==> config.mk <==
export PLATFORM = sky130hd
export DESIGN_NAME = seg_display_two_wire_writer_flat
export DESIGN_NICKNAME = d
export VERILOG_FILES = /design/src/hw/rtl/sws_pkg.sv /design/src/hw/rtl/sws_ifs.sv /design/src/hw/rtl/sws_cfg.sv /design/src/hw/rtl/sws_seq.sv /design/src/hw/rtl/seg_display_two_wire_writer.sv /design/src/flat_wrapper.sv
export SDC_FILE = /design/constraint.sdc
export NUM_CORES = 1
export LEC_CHECK = 0
export ABC_AREA = 1
export BUFFER_PORTS_ARGS = -buffer_cell sky130_fd_sc_hd__buf_4
export CORE_MARGIN = 3
export CORE_UTILIZATION = 67
export CTS_BUF_LIST = sky130_fd_sc_hd__clkbuf_8
export DETAILED_ROUTE_END_ITERATION = 7
export HOLD_SLACK_MARGIN = 0.08
export PLACE_DENSITY = 0.86
export RECOVER_POWER = 50
export SLEW_MARGIN = 20
export SYNTH_ARGS = -nofsm -noshare
export SYNTH_HDL_FRONTEND = slang
export SYNTH_SLANG_ARGS = --single-unit
==> constraint.sdc <==
create_clock -name i_clk -period 15.7 [get_ports i_clk]
set_clock_uncertainty 0.15 [all_clocks]
set_input_delay 3.925 -clock i_clk [delete_from_list [all_inputs] [get_ports i_clk]]
set_output_delay 3.925 -clock i_clk [all_outputs]
set_load 0.005 [all_outputs]
==> src/hw/rtl/sws_pkg.sv <==
`timescale 1ns / 1ps
`default_nettype none

package sws_pkg;

    typedef enum logic [3:0] {
        PH_IDLE = 4'd0,
        PH_SA   = 4'd1,
        PH_SB   = 4'd2,
        PH_SC   = 4'd3,
        PH_BA   = 4'd4,
        PH_BB   = 4'd5,
        PH_BC   = 4'd6,
        PH_AA   = 4'd7,
        PH_AB   = 4'd8,
        PH_TA   = 4'd9,
        PH_TB   = 4'd10,
        PH_TC   = 4'd11
    } t_phase;

    typedef enum logic [1:0] {
        CFG_HALF_PERIOD  = 2'd0,
        CFG_EDGE_DELAY   = 2'd1,
        CFG_DISP_CONTROL = 2'd2
    } t_cfg_index;

    typedef struct packed {
        logic clk;
        logic dio;
        logic drive;
    } t_pins;

    typedef struct packed {
        logic [15:0] half_ticks;
        logic [15:0] delay_ticks;
        logic [7:0]  control;
    } t_timing;

    localparam logic [7:0]  BYTE_DATA_CMD  = 8'h40;
    localparam logic [7:0]  BYTE_ADDR_CMD  = 8'hC0;
    localparam logic [7:0]  CONTROL_RESET  = 8'h8A;
    localparam logic [15:0] HALF_RESET     = 16'd5;
    localparam logic [15:0] HALF_MIN       = 16'd2;
    localparam logic [7:0]  DELAY_RESET    = 8'd1;
    localparam logic [1:0]  FRAME_LAST     = 2'd2;
    localparam logic [3:0]  BITS_PER_BYTE  = 4'd8;
    localparam int          INPUT_DIGITS   = 4;
    localparam t_pins       PINS_RESET     = '{clk: 1'b1, dio: 1'b1, drive: 1'b1};

endpackage

`default_nettype wire

==> src/hw/rtl/sws_ifs.sv <==
`timescale 1ns / 1ps
`default_nettype none

interface sws_in_if;
    logic       valid;
    logic       ready;
    logic       action;
    logic [7:0] digit_0;
    logic [7:0] digit_1;
    logic [7:0] digit_2;
    logic [7:0] digit_3;

    modport source (output valid, action, digit_0, digit_1, digit_2, digit_3,
                    input ready);
    modport sink (input valid, action, digit_0, digit_1, digit_2, digit_3,
                  output ready);
endinterface

interface sws_out_if;
    logic valid;
    logic ready;
    logic clk_level;
    logic dio_level;
    logic dio_drive;
    logic busy_res;
    logic rejected;

    modport source (output valid, clk_level, dio_level, dio_drive, busy_res, rejected,
                    input ready);
    modport sink (input valid, clk_level, dio_level, dio_drive, busy_res, rejected,
                  output ready);
endinterface

interface sws_cfg_if;
    logic        valid;
    logic        ready;
    logic [1:0]  index;
    logic [15:0] data;

    modport source (output valid, index, data, input ready);
    modport sink (input valid, index, data, output ready);
endinterface

`default_nettype wire

==> src/hw/rtl/sws_cfg.sv <==
`timescale 1ns / 1ps
`default_nettype none

module sws_cfg
    import sws_pkg::*;
(
    input  wire logic    i_clk,
    input  wire logic    i_rst_n,
    sws_cfg_if.sink      i_cfg,
    output t_timing      o_timing
);

    logic [15:0] r_half;
    logic [7:0]  r_delay;
    logic [7:0]  r_control;
    logic [15:0] half_eff;
    logic [15:0] delay_lo;
    logic [15:0] delay_hi;

    assign i_cfg.ready = 1'b1;

    always_ff @(posedge i_clk) begin
        if (!i_rst_n) begin
            r_half    <= HALF_RESET;
            r_delay   <= DELAY_RESET;
            r_control <= CONTROL_RESET;
        end else if (i_cfg.valid) begin
            case (i_cfg.index)
                CFG_HALF_PERIOD:  r_half    <= i_cfg.data;
                CFG_EDGE_DELAY:   r_delay   <= i_cfg.data[7:0];
                CFG_DISP_CONTROL: r_control <= i_cfg.data[7:0];
                default: ;
            endcase
        end
    end

    // clamp half period to two, delay to one .. half - 1
    always_comb begin
        half_eff = (r_half < HALF_MIN) ? HALF_MIN : r_half;
        delay_hi = half_eff - 16'd1;
        delay_lo = (r_delay == 8'd0) ? 16'd1 : {8'd0, r_delay};
        o_timing.half_ticks  = half_eff;
        o_timing.delay_ticks = (delay_lo > delay_hi) ? delay_hi : delay_lo;
        o_timing.control     = r_control;
    end

endmodule

`default_nettype wire

==> src/hw/rtl/sws_seq.sv <==
`timescale 1ns / 1ps
`default_nettype none

module sws_seq
    import sws_pkg::*;
#(
    parameter int DIGIT_COUNT = 4
) (
    input  wire logic     i_clk,
    input  wire logic     i_rst_n,
    input  wire t_timing  i_timing,
    sws_in_if.sink        i_in,
    sws_out_if.source     o_out
);

    localparam logic [3:0] ADDR_FRAME_BYTES = 4'(DIGIT_COUNT + 1);

    logic [7:0] r_digits [DIGIT_COUNT];
    logic [7:0] in_digits [INPUT_DIGITS];

    t_phase      r_phase, n_phase;
    logic [7:0]  r_shift, n_shift;
    logic [3:0]  r_bit, n_bit;
    logic [2:0]  r_byte, n_byte;
    logic [1:0]  r_frame, n_frame;
    logic [15:0] r_timer, n_timer;
    t_pins       r_pins, n_pins;

    logic        r_out_valid;
    t_pins       r_res_pins;
    logic        r_res_busy;
    logic        r_res_rej;

    logic        accept;
    logic        latch;
    logic        rej;
    logic        go;
    t_phase      tgt;
    logic [15:0] t_dec;
    logic [7:0]  next_byte;
    logic [2:0]  sel_byte;
    logic [3:0]  frame_bytes;
    logic [15:0] wait_rest;

    assign accept     = i_in.valid && i_in.ready;
    assign i_in.ready = !r_out_valid || o_out.ready;

    assign in_digits[0] = i_in.digit_0;
    assign in_digits[1] = i_in.digit_1;
    assign in_digits[2] = i_in.digit_2;
    assign in_digits[3] = i_in.digit_3;

    // byte selected for the frame and byte index that the step leads to
    always_comb begin
        next_byte = 8'd0;
        sel_byte  = (r_phase == PH_AB) ? r_byte + 3'd1 : r_byte;
        if (r_frame == 2'd0) begin
            next_byte = BYTE_DATA_CMD;
        end else if (r_frame == 2'd1) begin
            if (sel_byte == 3'd0) begin
                next_byte = BYTE_ADDR_CMD;
            end else begin
                for (int i = 0; i < DIGIT_COUNT; i++) begin
                    if (4'(DIGIT_COUNT - i) == {1'b0, sel_byte}) begin
                        next_byte = r_digits[i];
                    end
                end
            end
        end else begin
            next_byte = i_timing.control;
        end
    end

    // next state
    always_comb begin
        n_phase     = r_phase;
        n_shift     = r_shift;
        n_bit       = r_bit;
        n_byte      = r_byte;
        n_frame     = r_frame;
        n_timer     = r_timer;
        n_pins      = r_pins;
        latch       = 1'b0;
        rej         = 1'b0;
        go          = 1'b0;
        tgt         = PH_IDLE;
        t_dec       = (r_timer != 16'd0) ? r_timer - 16'd1 : 16'd0;
        frame_bytes = (r_frame == 2'd1) ? ADDR_FRAME_BYTES : 4'd1;
        wait_rest   = i_timing.half_ticks - i_timing.delay_ticks;

        if (accept) begin
            if (i_in.action) begin
                if (r_phase != PH_IDLE) begin
                    rej = 1'b1;
                end else begin
                    latch   = 1'b1;
                    n_frame = 2'd0;
                    n_byte  = 3'd0;
                    n_bit   = 4'd0;
                    go      = 1'b1;
                    tgt     = PH_SA;
                end
            end else if (r_phase != PH_IDLE) begin
                n_timer = t_dec;
                if (t_dec == 16'd0) begin
                    case (r_phase)
                        PH_SA: begin go = 1'b1; tgt = PH_SB; end
                        PH_SB: begin go = 1'b1; tgt = PH_SC; end
                        PH_SC: begin
                            n_bit = 4'd0;
                            go    = 1'b1;
                            tgt   = PH_BA;
                        end
                        PH_BA: begin go = 1'b1; tgt = PH_BB; end
                        PH_BB: begin go = 1'b1; tgt = PH_BC; end
                        PH_BC: begin
                            n_shift = {1'b0, r_shift[7:1]};
                            n_bit   = r_bit + 4'd1;
                            go      = 1'b1;
                            tgt     = (n_bit >= BITS_PER_BYTE) ? PH_AA : PH_BA;
                        end
                        PH_AA: begin go = 1'b1; tgt = PH_AB; end
                        PH_AB: begin
                            n_pins.clk   = 1'b0;
                            n_pins.drive = 1'b1;
                            n_byte       = r_byte + 3'd1;
                            go           = 1'b1;
                            if ({1'b0, n_byte} < frame_bytes) begin
                                n_bit = 4'd0;
                                tgt   = PH_BA;
                            end else begin
                                tgt   = PH_TA;
                            end
                        end
                        PH_TA: begin go = 1'b1; tgt = PH_TB; end
                        PH_TB: begin go = 1'b1; tgt = PH_TC; end
                        PH_TC: begin
                            n_pins.dio = 1'b1;
                            n_byte     = 3'd0;
                            if (r_frame != FRAME_LAST) begin
                                n_frame = r_frame + 2'd1;
                                go      = 1'b1;
                                tgt     = PH_SA;
                            end else begin
                                n_frame = 2'd0;
                                n_bit   = 4'd0;
                                n_phase = PH_IDLE;
                                n_timer = 16'd0;
                            end
                        end
                        default: begin
                            n_phase = PH_IDLE;
                            n_timer = 16'd0;
                        end
                    endcase
                end
            end
        end

        // load a new byte when a bit run starts from the start or ack step
        if (go && tgt == PH_BA && (r_phase == PH_SC || r_phase == PH_AB)) begin
            n_shift = next_byte;
        end

        if (go) begin
            n_phase = tgt;
            case (tgt)
                PH_SA: begin n_pins.clk = 1'b1; n_timer = i_timing.delay_ticks; end
                PH_SB: begin n_pins.dio = 1'b1; n_timer = wait_rest; end
                PH_SC: begin n_pins.dio = 1'b0; n_timer = i_timing.half_ticks; end
                PH_BA: begin n_pins.clk = 1'b0; n_timer = i_timing.delay_ticks; end
                PH_BB: begin n_pins.dio = n_shift[0]; n_timer = wait_rest; end
                PH_BC: begin n_pins.clk = 1'b1; n_timer = i_timing.half_ticks; end
                PH_AA: begin
                    n_pins.clk   = 1'b0;
                    n_pins.drive = 1'b0;
                    n_timer      = i_timing.half_ticks;
                end
                PH_AB: begin n_pins.clk = 1'b1; n_timer = i_timing.half_ticks; end
                PH_TA: begin n_pins.clk = 1'b0; n_timer = i_timing.delay_ticks; end
                PH_TB: begin n_pins.dio = 1'b0; n_timer = wait_rest; end
                PH_TC: begin n_pins.clk = 1'b1; n_timer = i_timing.half_ticks; end
                default: begin n_phase = PH_IDLE; n_timer = 16'd0; end
            endcase
        end
    end

    // result payload
    always_comb begin
        o_out.valid     = r_out_valid;
        o_out.clk_level = r_res_pins.clk;
        o_out.dio_level = r_res_pins.dio;
        o_out.dio_drive = r_res_pins.drive;
        o_out.busy_res  = r_res_busy;
        o_out.rejected  = r_res_rej;
    end

    always_ff @(posedge i_clk) begin
        if (!i_rst_n) begin
            r_phase     <= PH_IDLE;
            r_shift     <= 8'd0;
            r_bit       <= 4'd0;
            r_byte      <= 3'd0;
            r_frame     <= 2'd0;
            r_timer     <= 16'd0;
            r_pins      <= PINS_RESET;
            r_out_valid <= 1'b0;
        end else begin
            r_phase <= n_phase;
            r_shift <= n_shift;
            r_bit   <= n_bit;
            r_byte  <= n_byte;
            r_frame <= n_frame;
            r_timer <= n_timer;
            r_pins  <= n_pins;
            if (accept) begin
                r_out_valid <= 1'b1;
            end else if (o_out.ready) begin
                r_out_valid <= 1'b0;
            end
        end
    end

    always_ff @(posedge i_clk) begin
        if (accept) begin
            r_res_pins <= n_pins;
            r_res_busy <= (n_phase != PH_IDLE);
            r_res_rej  <= rej;
        end
        if (latch) begin
            for (int i = 0; i < DIGIT_COUNT; i++) begin
                if (i < INPUT_DIGITS) begin
                    r_digits[i] <= in_digits[i[1:0]];
                end else begin
                    r_digits[i] <= 8'd0;
                end
            end
        end
    end

endmodule

`default_nettype wire

==> src/hw/rtl/seg_display_two_wire_writer.sv <==
// two-wire seven-segment display writer
//
// i_in: one transaction per time tick (action 0) or refresh request (action 1)
// carrying four digit segment codes. o_out: one transaction per input
// transaction with the pin levels after that update, busy and rejected.
// i_cfg: register writes (0 half period ticks, 1 edge delay ticks,
// 2 display control byte), always ready, to be made while the block is idle.
// An accepted request while idle latches the digits and starts the three
// frames; a request while busy is dropped and flagged as rejected.
// The result of a transaction is held in the output register from the next
// clock edge. Throughput is one transaction per cycle while the receiver takes
// results, set by the single state update between input and result register.
// When the receiver stalls, the output register holds its result and i_in
// ready drops until it is taken; no transaction is lost.
// Reset (synchronous, active low) leaves the block idle with clock high, data
// high and driven, half period 5, edge delay 1, control byte 0x8A.
`timescale 1ns / 1ps
`default_nettype none

module seg_display_two_wire_writer
    import sws_pkg::*;
#(
    parameter int DIGIT_COUNT = 4
) (
    input  wire logic  i_clk,
    input  wire logic  i_rst_n,
    sws_cfg_if.sink    i_cfg,
    sws_in_if.sink     i_in,
    sws_out_if.source  o_out
);

    t_timing timing;

    sws_cfg u_cfg (
        .i_clk    (i_clk),
        .i_rst_n  (i_rst_n),
        .i_cfg    (i_cfg),
        .o_timing (timing)
    );

    sws_seq #(
        .DIGIT_COUNT (DIGIT_COUNT)
    ) u_seq (
        .i_clk    (i_clk),
        .i_rst_n  (i_rst_n),
        .i_timing (timing),
        .i_in     (i_in),
        .o_out    (o_out)
    );

endmodule

`default_nettype wire
==> src/flat_wrapper.sv <==
// flat-port wrapper written by rule: the top's interface ports become plain ports
module seg_display_two_wire_writer_flat import sws_pkg::*;
#(
    parameter int DIGIT_COUNT = 4
)
  (i_clk, i_rst_n, i_cfg_valid, i_cfg_index, i_cfg_data, i_cfg_ready, i_in_valid, i_in_action, i_in_digit_0, i_in_digit_1, i_in_digit_2, i_in_digit_3, i_in_ready, o_out_valid, o_out_clk_level, o_out_dio_level, o_out_dio_drive, o_out_busy_res, o_out_rejected, o_out_ready);
  sws_cfg_if i_cfg_i ();
  sws_in_if i_in_i ();
  sws_out_if o_out_i ();
  input  wire logic i_clk;
  input  wire logic i_rst_n;
  input wire logic [$bits(i_cfg_i.valid)-1:0] i_cfg_valid;
  input wire logic [$bits(i_cfg_i.index)-1:0] i_cfg_index;
  input wire logic [$bits(i_cfg_i.data)-1:0] i_cfg_data;
  output wire logic [$bits(i_cfg_i.ready)-1:0] i_cfg_ready;
  input wire logic [$bits(i_in_i.valid)-1:0] i_in_valid;
  input wire logic [$bits(i_in_i.action)-1:0] i_in_action;
  input wire logic [$bits(i_in_i.digit_0)-1:0] i_in_digit_0;
  input wire logic [$bits(i_in_i.digit_1)-1:0] i_in_digit_1;
  input wire logic [$bits(i_in_i.digit_2)-1:0] i_in_digit_2;
  input wire logic [$bits(i_in_i.digit_3)-1:0] i_in_digit_3;
  output wire logic [$bits(i_in_i.ready)-1:0] i_in_ready;
  output wire logic [$bits(o_out_i.valid)-1:0] o_out_valid;
  output wire logic [$bits(o_out_i.clk_level)-1:0] o_out_clk_level;
  output wire logic [$bits(o_out_i.dio_level)-1:0] o_out_dio_level;
  output wire logic [$bits(o_out_i.dio_drive)-1:0] o_out_dio_drive;
  output wire logic [$bits(o_out_i.busy_res)-1:0] o_out_busy_res;
  output wire logic [$bits(o_out_i.rejected)-1:0] o_out_rejected;
  input wire logic [$bits(o_out_i.ready)-1:0] o_out_ready;
  assign i_cfg_i.valid = i_cfg_valid;
  assign i_cfg_i.index = i_cfg_index;
  assign i_cfg_i.data = i_cfg_data;
  assign i_cfg_ready = i_cfg_i.ready;
  assign i_in_i.valid = i_in_valid;
  assign i_in_i.action = i_in_action;
  assign i_in_i.digit_0 = i_in_digit_0;
  assign i_in_i.digit_1 = i_in_digit_1;
  assign i_in_i.digit_2 = i_in_digit_2;
  assign i_in_i.digit_3 = i_in_digit_3;
  assign i_in_ready = i_in_i.ready;
  assign o_out_valid = o_out_i.valid;
  assign o_out_clk_level = o_out_i.clk_level;
  assign o_out_dio_level = o_out_i.dio_level;
  assign o_out_dio_drive = o_out_i.dio_drive;
  assign o_out_busy_res = o_out_i.busy_res;
  assign o_out_rejected = o_out_i.rejected;
  assign o_out_i.ready = o_out_ready;
  seg_display_two_wire_writer #(.DIGIT_COUNT(DIGIT_COUNT)) u_core (.i_clk(i_clk), .i_rst_n(i_rst_n), .i_cfg(i_cfg_i), .i_in(i_in_i), .o_out(o_out_i));
endmodule
# Yosys cells after proc, flatten, opt, wreduce, memory -nomap -nowiden

Memory sizes are Yosys's and may differ from the RTL's.
Index checks and enable logic that the tools add are counted.

Register bits: 78
Output and inout port bits: 8
Word-level logic and storage cells: 194
Memories kept: 1
RAM bits: 32
Input bits: 56

Memory list:

| name                  | depth | width | rd ports | clocked after Yosys merged registers in | write ports | RTL line      | text |
|---|---|---|---|---|---|---|---|
| u_core.u_seq.r_digits | 4     | 8     | 4        | 0                                       | 4           | sws_seq.sv:18 | `logic [7:0] r_digits [DIGIT_COUNT];` |

Mux-type cells: 87
Add/subtract/negate cells: 6
$lt $le $gt $ge: 4
Equality and inequality tests: 35
Reduce and logical (&&, ||, !) cells: 42

Operators with widths:

| cell                                                 | number |
|---|---|
| two-way mux 16 bit                                   | 9 |
| two-way mux 8 bit                                    | 14 |
| two-way mux 4 bit                                    | 18 |
| case mux 16 bit (3 select lines)                     | 1 |
| case mux 4 bit (11 select lines)                     | 1 |
| two-way mux 3 bit                                    | 11 |
| == test 4 x 3 -> 1 bit (second input constant)       | 8 |
| == test 4 bit (second input constant)                | 8 |
| case mux 16 bit (2 select lines)                     | 1 |
| subtractor 16 x 1 -> 16 bit (second input constant)  | 2 |
| nonzero test 2 bit                                   | 10 |
| two-way mux 1 bit                                    | 19 |
| == test 4 x 2 -> 1 bit (second input constant)       | 4 |
| > comparator 8 x 16 -> 1 bit                         | 1 |
| logical NOT 16 bit                                   | 1 |
| < comparator 16 x 2 -> 1 bit (second input constant) | 1 |
| case mux 4 bit (4 select lines)                      | 1 |
| nonzero test 16 bit                                  | 1 |
| subtractor 16 bit                                    | 1 |
| AND reduction 5 bit                                  | 3 |
| two-way mux 2 bit                                    | 7 |
| OR reduction 11 bit                                  | 1 |
| OR reduction 10 bit                                  | 1 |
| OR reduction 3 bit                                   | 3 |
| 33 further kinds                                     | 47 |

# Longest topological paths before layout

Gate-level depths: netlist (run 1).

Word-level depth: 15
Gate-level depth with buffers: 41
Gate-level depth less buffers: 39

# Hierarchy

Synthesis (run 1) repeated with hierarchy kept, for this count alone.

Cell total of the unflattened synthesis: 1166
Area, all modules: 7871.3 um^2

Modules (own cells, without submodules):

| module  | cells an instance | times used | seq. area each (um^2) | area each (um^2) |
|---|---|---|---|---|
| sws_seq | 857               | 1          | 1931.9                | 5763.0 |
| sws_cfg | 309               | 1          | 640.6                 | 2108.3 |

# Least setup slack after synthesis (run 1)

Ideal clock, no wire load.

Kind: input to register
Start: in o_out_ready
End: reg u_core.u_seq.r_res_pins, in the netlist u_core.u_seq.o_out.dio_level (data pin)
Arrival: 8.490 ns
Path slack: 6.809 ns
Library setup time: 0.251 ns
Stages on the path: 13
Path buffers: 0
Data required time: 15.299 ns
Path through: inv_1 nand2_1 nand2_1 nor4_1 a31oi_1 a21oi_4 nand2_1 nor2_1 a21oi_2 nand2_1 nand3_1 nand2_1 inv_1

RTL lines:

| what                 | RTL line           | text |
|---|---|---|
| start, declared      | flat_wrapper.sv:29 | `input wire logic [$bits(o_out_i.ready)-1:0] o_out_ready;` |
| end signal, assigned | sws_seq.sv:226     | `r_res_pins <= n_pins;` |
| end, declared        | sws_seq.sv:30      | `t_pins r_res_pins;` |

# Final worst setup path (run 1)

Start: in o_out_ready
End: out i_in_ready

Cells in the longest elaborated chain, start to end: 1

Ends and longest elaborated chain:

| what             | RTL line           | text |
|---|---|---|
| logical OR 1 bit | sws_seq.sv:46      | `assign i_in.ready = !r_out_valid \|\| o_out.ready;` |
| end, declared    | flat_wrapper.sv:22 | `output wire logic [$bits(i_in_i.ready)-1:0] i_in_ready;` |

No other way between the ends.

==> flow_metrics.env, run 1 <==
export IMPL_violations="capacitance limit, slew limit"
export IMPL_critPathLaunchType="input port"
export IMPL_final_cell_area_um2=8260
export IMPL_port_buffers=62
export IMPL_die_h_um=113
export IMPL_synth_top_area_cell="dfxtp_1"
export IMPL_fin_cells=1292
export IMPL_die_width_um=113
export IMPL_period_share_pct=53.2
export IMPL_r2r_cells=34
export IMPL_antenna_left=0
export IMPL_cts_resized=0
export IMPL_fillers=923
export IMPL_r2r_slack_ns=9.68
export IMPL_cts_clk_slew_worst_paths_ns=0.11
export IMPL_reg2reg_from="u_core.u_cfg.r_half[11]"
export IMPL_hold_buffers=0
export IMPL_pin_count=64
export IMPL_nets=1230
export IMPL_layout_drive_gt1_share_pct=12.0
export IMPL_start_util_pct=69.2
export IMPL_synth_top_family_by_area="simple AND/OR/NAND/NOR gates"
export IMPL_ys_warn_count=0
export IMPL_reg2reg_to="u_core.u_seq.r_timer[14]"
export IMPL_placedInstanceArea_um2=8080
export IMPL_postSynthCellCount=1109
export IMPL_cts_buffers=9
export IMPL_cts_buffer_depth=2
export IMPL_syn_avg_cell_area_um2=6.86
export IMPL_cp_end_kind="output port"
export IMPL_grt_ovfl_total=0
export IMPL_critical_path_buf_inv_count=3
export IMPL_antenna_found_initial=0
export IMPL_maxCapViolCount=1
export IMPL_gp_congestion=1.00
export IMPL_cp_required_ns=11.63
export IMPL_grt_pass1_wl_mm=30.6
export IMPL_synth_area_leaders="dfxtp_1 (19%), edfxtp_1 (15%), nand2_1 (12%)"
export IMPL_slowest_stage="buf_4"
export IMPL_period_needed_ns=8.35
export IMPL_worstHoldEndpoint="u_core.u_cfg.r_control[4]"
export IMPL_crit_path_max_incr_delay_ns=0.14
export IMPL_min_from="u_core.u_cfg.r_control[4]"
export IMPL_placedCellCount=1276
export IMPL_cts_tree="yes"
export IMPL_crit_arrival_ns=4.28
export IMPL_coreArea_um2=11000
export IMPL_synth_mux_area_share_pct=0
export IMPL_setup_tns_ns=0
export IMPL_first_pass_iters=5
export IMPL_synth_compound_area_share_pct=15.1
export IMPL_max_freq_mhz=120
export IMPL_wl_mm=18.1
export IMPL_leakagePower_uw=0.00395
export IMPL_row_count=38
export IMPL_yosys_register_bits=110
export IMPL_max_vdd_ir_drop_uv=94.4
export IMPL_relSlewSlack_pct=-12.9
export IMPL_root_buffer="clkbuf_8"
export IMPL_drcViolationCount=0
export IMPL_critical_path_top_delay_family="buffers and inverters"
export IMPL_synth_top_area_share_pct=19.2
export IMPL_first_global_vias=6696
export IMPL_rsz0062_at_grt="false"
export IMPL_grt_max_degree=42
export IMPL_dpl_hpwl_mm=14.2
export IMPL_first_iter_violations=628
export IMPL_outcome="finished with violations"
export IMPL_die_area_um2=12700
export IMPL_power_density_nw_per_um2=81.5
export IMPL_netlist_area_um2=7600
export IMPL_synth_fa_ha_area_share_pct=4.54
export IMPL_ys_seq_area_share_pct=33.8
export IMPL_crit_type="input port to output port"
export IMPL_hold_viol=0
export IMPL_worstPathCellList="clkbuf_4, inv_1, nand2_1, buf_4"
export IMPL_num_vias=7170
export IMPL_n_antenna_cell=0
export IMPL_clk_latency_ns=0.40
export IMPL_drv_slew=34
export IMPL_clkSinkCount=110
export IMPL_synthDistinctLibCells=61
export IMPL_drt_wirelength_per_cell_um=14.0
export IMPL_synth_simple_gate_area_share_pct=32.9
export IMPL_post_cts_setup_buffer_count=0
export IMPL_track_usage_pct=29.3
export IMPL_synthXorXnorAreaFrac_pct=2.76
export IMPL_cts_htree_levels=3
export IMPL_crit_fanout=3
export IMPL_setup_violations=0
export IMPL_fin_util_pct=75.2
export IMPL_crit_cells=4
export IMPL_hp_class="flop to flop"
export IMPL_whs_path_depth=2
export IMPL_synthToLayoutAreaGrowth_pct=8.57
export IMPL_worst_pin_slew_ns=1.69
export IMPL_avgViaCountPerCell=5.55
## state kept, by name, indices dropped and copies added (netlist names)
signal                        count
u_core.u_cfg.r_control            8
u_core.u_cfg.r_delay              8
u_core.u_cfg.r_half              16
u_core.u_seq.o_out.busy_res       1
u_core.u_seq.o_out.clk_level      1
u_core.u_seq.o_out.dio_drive      1
u_core.u_seq.o_out.dio_level      1
u_core.u_seq.o_out.rejected       1
u_core.u_seq.o_out.valid          1
u_core.u_seq.r_bit                4
u_core.u_seq.r_byte               3
u_core.u_seq.r_digits            32
u_core.u_seq.r_frame              2
u_core.u_seq.r_phase              4
u_core.u_seq.r_pins               3
u_core.u_seq.r_shift              8
u_core.u_seq.r_timer             16
## layout make-up
class / count / area (um^2) / area share [%]
Clock buffer: 9 / 124 / 1.50
Clock inverter: 7 / 62.6 / 0.758
Inverter: 167 / 628 / 7.61
Multi-Input combinational cell: 795 / 4220 / 51.1
Sequential cell: 110 / 2570 / 31.2
Tap cell: 140 / 175 / 2.12
Timing Repair Buffer: 64 / 473 / 5.73
## layout by cell type, fill, tap and decap left out, types with 15 or more instances in the layout
master,n
ha_1,26
clkbuf_4,40
a21oi_1,78
xor2_1,22
nand3_1,90
edfxtp_1,37
o21ai_0,52
nor2_1,127
buf_4,22
dfxtp_1,73
nor3_1,17
nand2_1,239
inv_1,151
nand4_1,19
nor2_2,15
## layer usage
metal | routed length, um | track usage, % | share of wire, %
met5 | 0 | 0 | 0
met4 | 193 | 6.09 | 1.1
met3 | 1110 | 5.01 | 6.1
met2 | 8320 | 47.9 | 46
met1 | 8460 | 40.9 | 47
## per-stage QoR
step	setup slack, ns	total power [uW]	hold slack [ns]
final	7.35	673	0.331
after global routing	7.30	714	0.354
after CTS	7.34	674	0.330
after detailed placement	7.34	508	0.302
after global placement	7.36	504	0.293
after floorplan	6.81	465	0.280
## cell usage after synthesis (all sizes together)
library cell,instances
o211ai,5
a2111oi,3
nand2,245
xnor2,2
ha,26
a21o,2
a22oi,8
o21a,4
nor2,146
a31oi,11
o211a,2
clkbuf,31
dfxtp,73
nor4,4
nand4,21
xor2,22
o22ai,1
inv,163
o21ai,61
nor4b,1
a21boi,1
o21bai,3
clkinv,4
a32oi,1
nor3,22
o31ai,1
a211oi,8
o2111ai,2
fa,1
or2,5
a311oi,2
conb,1
nand3,97
nand3b,3
a21oi,80
edfxtp,37
buf,10
## where the power goes
part           switching, uW  internal, uW
Sequential              11.5           307
Combinational            120          65.8
Clock                    107          62.0
Total                    238           435
## cells by family after synthesis
kind of cell | count (synthesis)
simple gates | 544
buf+inv | 208
compound gates | 195
flops | 110
fa+ha+maj | 27
xor+xnor | 24
other cells | 1
## worst min-delay path: cells and delay by family (launching register included)
family / cells / cell delay (ns)
and+or+nand+nor: 1 / 0.06
DFF: 1 / 0.33
AOI/OAI and AO/OA: 1 / 0.06
## worst max path at each step
stage | slack (ns) | startpoint | endpoint
floorplan | 6.81 | o_out_ready | u_core.u_seq.o_out.dio_level
global placement | 7.36 | o_out_ready | i_in_ready
detailed placement | 7.34 | o_out_ready | i_in_ready
CTS | 7.34 | o_out_ready | i_in_ready
global route | 7.30 | o_out_ready | i_in_ready
finish | 7.35 | o_out_ready | i_in_ready
Note: power is estimated with default switching activity, not from simulation.
==> run 2, diff against run 1 <==
--- a/config.mk
+++ b/config.mk
@@ -5,14 +5,14 @@
 export SDC_FILE = /design/constraint.sdc
 export NUM_CORES = 1
 export LEC_CHECK = 0
-export ABC_AREA = 1
+export ABC_AREA = 0
 export BUFFER_PORTS_ARGS = -buffer_cell sky130_fd_sc_hd__buf_4
 export CORE_MARGIN = 3
-export CORE_UTILIZATION = 67
+export CORE_UTILIZATION = 56
 export CTS_BUF_LIST = sky130_fd_sc_hd__clkbuf_8
 export DETAILED_ROUTE_END_ITERATION = 7
 export HOLD_SLACK_MARGIN = 0.08
-export PLACE_DENSITY = 0.86
+export PLACE_DENSITY = 0.77
 export RECOVER_POWER = 50
 export SLEW_MARGIN = 20
 export SYNTH_ARGS = -nofsm -noshare
==> constraint.sdc (replaced) <==
create_clock -name i_clk -period 7.1 [get_ports i_clk]
set_clock_uncertainty 0.15 [all_clocks]
set_input_delay 1.775 -clock i_clk [delete_from_list [all_inputs] [get_ports i_clk]]
set_output_delay 1.775 -clock i_clk [all_outputs]
set_load 0.005 [all_outputs]
==> flow_metrics.env, run 2 <==
export IMPL_die_h_um=119
export IMPL_n_antenna_cell=0
export IMPL_maxCapViolCount=1
export IMPL_start_util_pct=58.2
export IMPL_synth_mux_area_share_pct=4.82
export IMPL_synth_top_family_by_area="simple AND/OR/NAND/NOR gates"
export IMPL_sequentialPowerShare_pct=47.3
export IMPL_port_buffers=62
export IMPL_rsz0062_at_grt="false"
export IMPL_gp_congestion=0.934
export IMPL_die_width_um=119
export IMPL_largest_reg_flops=32
export IMPL_coreArea_um2=12200
export IMPL_hold_buffers=0
export IMPL_crit_fanout=9
export IMPL_synth_top_area_share_pct=20.5
export IMPL_cp_end_kind="flop"
export IMPL_p_clk_share_pct=25.8
export IMPL_setup_violations=0
export IMPL_synthFlopType="dfxtp_1"
export IMPL_cp_required_ns=7.22
export IMPL_row_count=40
export IMPL_worstHoldEndpoint="u_core.u_seq.r_bit[1]"
export IMPL_synth_edff_count=37
export IMPL_post_cts_setup_buffer_count=0
export IMPL_synthDistinctLibCells=70
export IMPL_hold_viol=0
export IMPL_first_pass_iters=5
export IMPL_layout_drive_gt1_share_pct=12.1
export IMPL_avgViaCountPerCell=6.10
export IMPL_clkSinkCount=110
export IMPL_first_iter_violations=514
export IMPL_reg2reg_to="u_core.u_seq.r_timer[15]"
export IMPL_grt_pass1_wl_mm=28.5
export IMPL_grt_ovfl_total=0
export IMPL_synth_compound_area_share_pct=21.5
export IMPL_hold_slack_ns=0.352
export IMPL_synth_area_leaders="dfxtp_1 (21%), edfxtp_1 (16%), nand2_1 (5.2%)"
export IMPL_pin_count=64
export IMPL_post_route_worst_setup_slack_ns=0.461
export IMPL_netlist_area_um2=7110
export IMPL_wl_mm=17.7
export IMPL_max_freq_mhz=151
export IMPL_combPwrFrac_pct=26.9
export IMPL_setup_tns_ns=0
export IMPL_period_needed_ns=6.64
export IMPL_place_ws_ns=0.386
export IMPL_critPathLaunchType="flop"
export IMPL_outcome="finished with violations"
export IMPL_syn_avg_cell_area_um2=8.37
export IMPL_first_global_vias=5804
export IMPL_drt_wirelength_per_cell_um=17.0
export IMPL_ys_warn_count=0
export IMPL_synthXorXnorAreaFrac_pct=3.82
export IMPL_regMostFlops="u_core.u_seq.r_digits"
export IMPL_cts_buffers=9
export IMPL_grt_max_degree=75
export IMPL_leakagePower_uw=0.00301
export IMPL_track_usage_pct=24.6
export IMPL_relSlewSlack_pct=-76.3
export IMPL_final_common_cell="nand2_1"
export IMPL_ys_seq_area_share_pct=36.2
export IMPL_synth_top_area_cell="dfxtp_1"
export IMPL_power_density_nw_per_um2=194
export IMPL_cts_htree_levels=3
export IMPL_p_sw_uw=507
export IMPL_antenna_left=0
export IMPL_worst_pin_slew_ns=2.64
export IMPL_crit_type="flop to flop"
export IMPL_max_vdd_ir_drop_uv=169
export IMPL_synth_simple_gate_area_share_pct=23.4
export IMPL_reg2reg_from="u_core.u_cfg.r_half[3]"
export IMPL_hp_class="flop to flop"
export IMPL_r2r_slack_ns=0.46
export IMPL_final_cell_mix="nand2_1 (99), dfxtp_1 (73), nor2_1 (60)"
export IMPL_crit_arrival_ns=6.76
export IMPL_whs_path_depth=2
export IMPL_nets=947
export IMPL_drv_slew=75
export IMPL_die_area_um2=14100
export IMPL_postSynthCellCount=850
export IMPL_synthArstFlopShare_pct=0
export IMPL_cts_clk_slew_worst_paths_ns=0.11
export IMPL_yosysMostFrequentCell="nand2_1"
export IMPL_min_from="u_core.u_seq.r_bit[1]"
export IMPL_synth_common_cells="nand2_1 (99), dfxtp_1 (73), clkbuf_1 (63), nor2_1 (60), o21ai_0 (55)"
export IMPL_crit_start="u_core.u_cfg.r_half[3]"
export IMPL_reg_top3="u_core.u_seq.r_digits (32), u_core.u_cfg.r_half (16), u_core.u_seq.r_timer (16)"
export IMPL_yosys_register_bits=110
export IMPL_synthToLayoutAreaGrowth_pct=9.50
export IMPL_r2r_cells=25
export IMPL_violations="capacitance limit, slew limit"
export IMPL_p_int_uw=1010
export IMPL_cts_tree="yes"
export IMPL_root_buffer="clkbuf_8"
export IMPL_antenna_found_initial=0
export IMPL_clk_latency_ns=0.40
export IMPL_period_share_pct=93.5
export IMPL_synth_fa_ha_area_share_pct=4.85
export IMPL_switching_share_pct=33.5
export IMPL_dpl_hpwl_mm=13.3
export IMPL_drcViolationCount=0
export IMPL_num_vias=6329
export IMPL_cts_buffer_depth=2
[run 2: cell count changes after synthesis, moves of 27 or more]
cell	delta
mux2i_1	+32
nand3_1	-76
nor2_1	-67
nand2_1	-140
clkbuf_1	+32
a21oi_1	-27
nor2b_1	+28
inv_1	-132
[run 2: metrics by stage]
step	instance area, um^2	power [uW]	util (%)	cells
after floorplan	7130	1020	-	854
after global placement	7580	1120	62.1	1021
after detailed placement	7580	1130	62.1	1021
after CTS	7790	1510	63.8	1037
after global routing	7790	1590	63.8	1037
final	7790	1510	63.8	1037
[run 2: cells by family after synthesis]
logic type	count (synthesis)
AO/OA/AOI/OAI	232
XOR/XNOR	31
adder cells (fa/ha/maj)	27
buffers and inverters	93
flip-flops	110
multiplexers	34
other	1
AND/OR/NAND/NOR	322
[run 2: routing by layer]
layer / up-vias / track usage [%] / routed length (um) / share of wire, %
met3: 22 / 4.55 / 1130 / 6.4
met4: 0 / 7.60 / 282 / 1.6
met1: 2943 / 34.6 / 8340 / 47
met2: 258 / 38.5 / 7920 / 45
li1: 3106 / - / - / -
met5: - / 0 / 0 / 0
[run 2: area by class of cell]
type,count,area [um^2]
Clock buffer,9,124
Clock inverter,7,80.1
Fill cell,1053,4420
Timing Repair Buffer,72,537
Sequential cell,110,2570
Tap cell,168,210
Inverter,20,75.1
Multi-Input combinational cell,651,4190
[run 2: what timing repair did]
action                                  4_1_cts  5_1_grt
endpoints found under the setup margin        0        2
hold endpoints to repair                      0        0
resized for setup                             0        1
[run 2: worst max-delay path, cell delays in order, from the launching register on]
cell and delay, ns:
dfxtp_1 0.44, or4_1 0.68, nor3_1 0.26, nand2_1 0.08
o21ai_0 0.24, ha_1 0.24, nand2b_1 0.12, nor4_1 0.25
xnor2_1 0.20, ha_1 0.30, nand4_1 0.11, o211ai_1 0.10
nor4b_1 0.36, o31ai_2 0.20, buf_4 0.21, a21oi_2 0.22
ha_1 0.27, a21o_1 0.17, a21oi_1 0.32, nor3_1 0.11
or4_1 0.52, a31oi_1 0.36, a41o_1 0.25, nor4b_1 0.05
o21ai_0 0.18, a31oi_1 0.11
[run 2: power by group through the flow]
stage / Sequential, uW / Clock (uW) / Combinational [uW]
6_report: 715 / 390 / 407
5_1_grt: 719 / 420 / 449
4_1_cts: 714 / 395 / 400
3_5_place_dp: 728 / 0 / 398
3_3_place_gp: 727 / 0 / 393
2_1_floorplan: 707 / 0 / 309
[run 2: how the worst max path moves through the flow]
stage | slack (ns) | depth (start not counted) | end
after floorplan | 0.36 | 31 | u_core.u_seq.r_timer[14]
after global placement | 0.62 | 25 | u_core.u_seq.r_timer[15]
after detailed placement | 0.39 | 25 | u_core.u_seq.r_timer[15]
after CTS | 0.36 | 25 | u_core.u_seq.r_timer[15]
after global routing | 0.02 | 27 | u_core.u_seq.r_timer[14]
final | 0.46 | 25 | u_core.u_seq.r_timer[15]
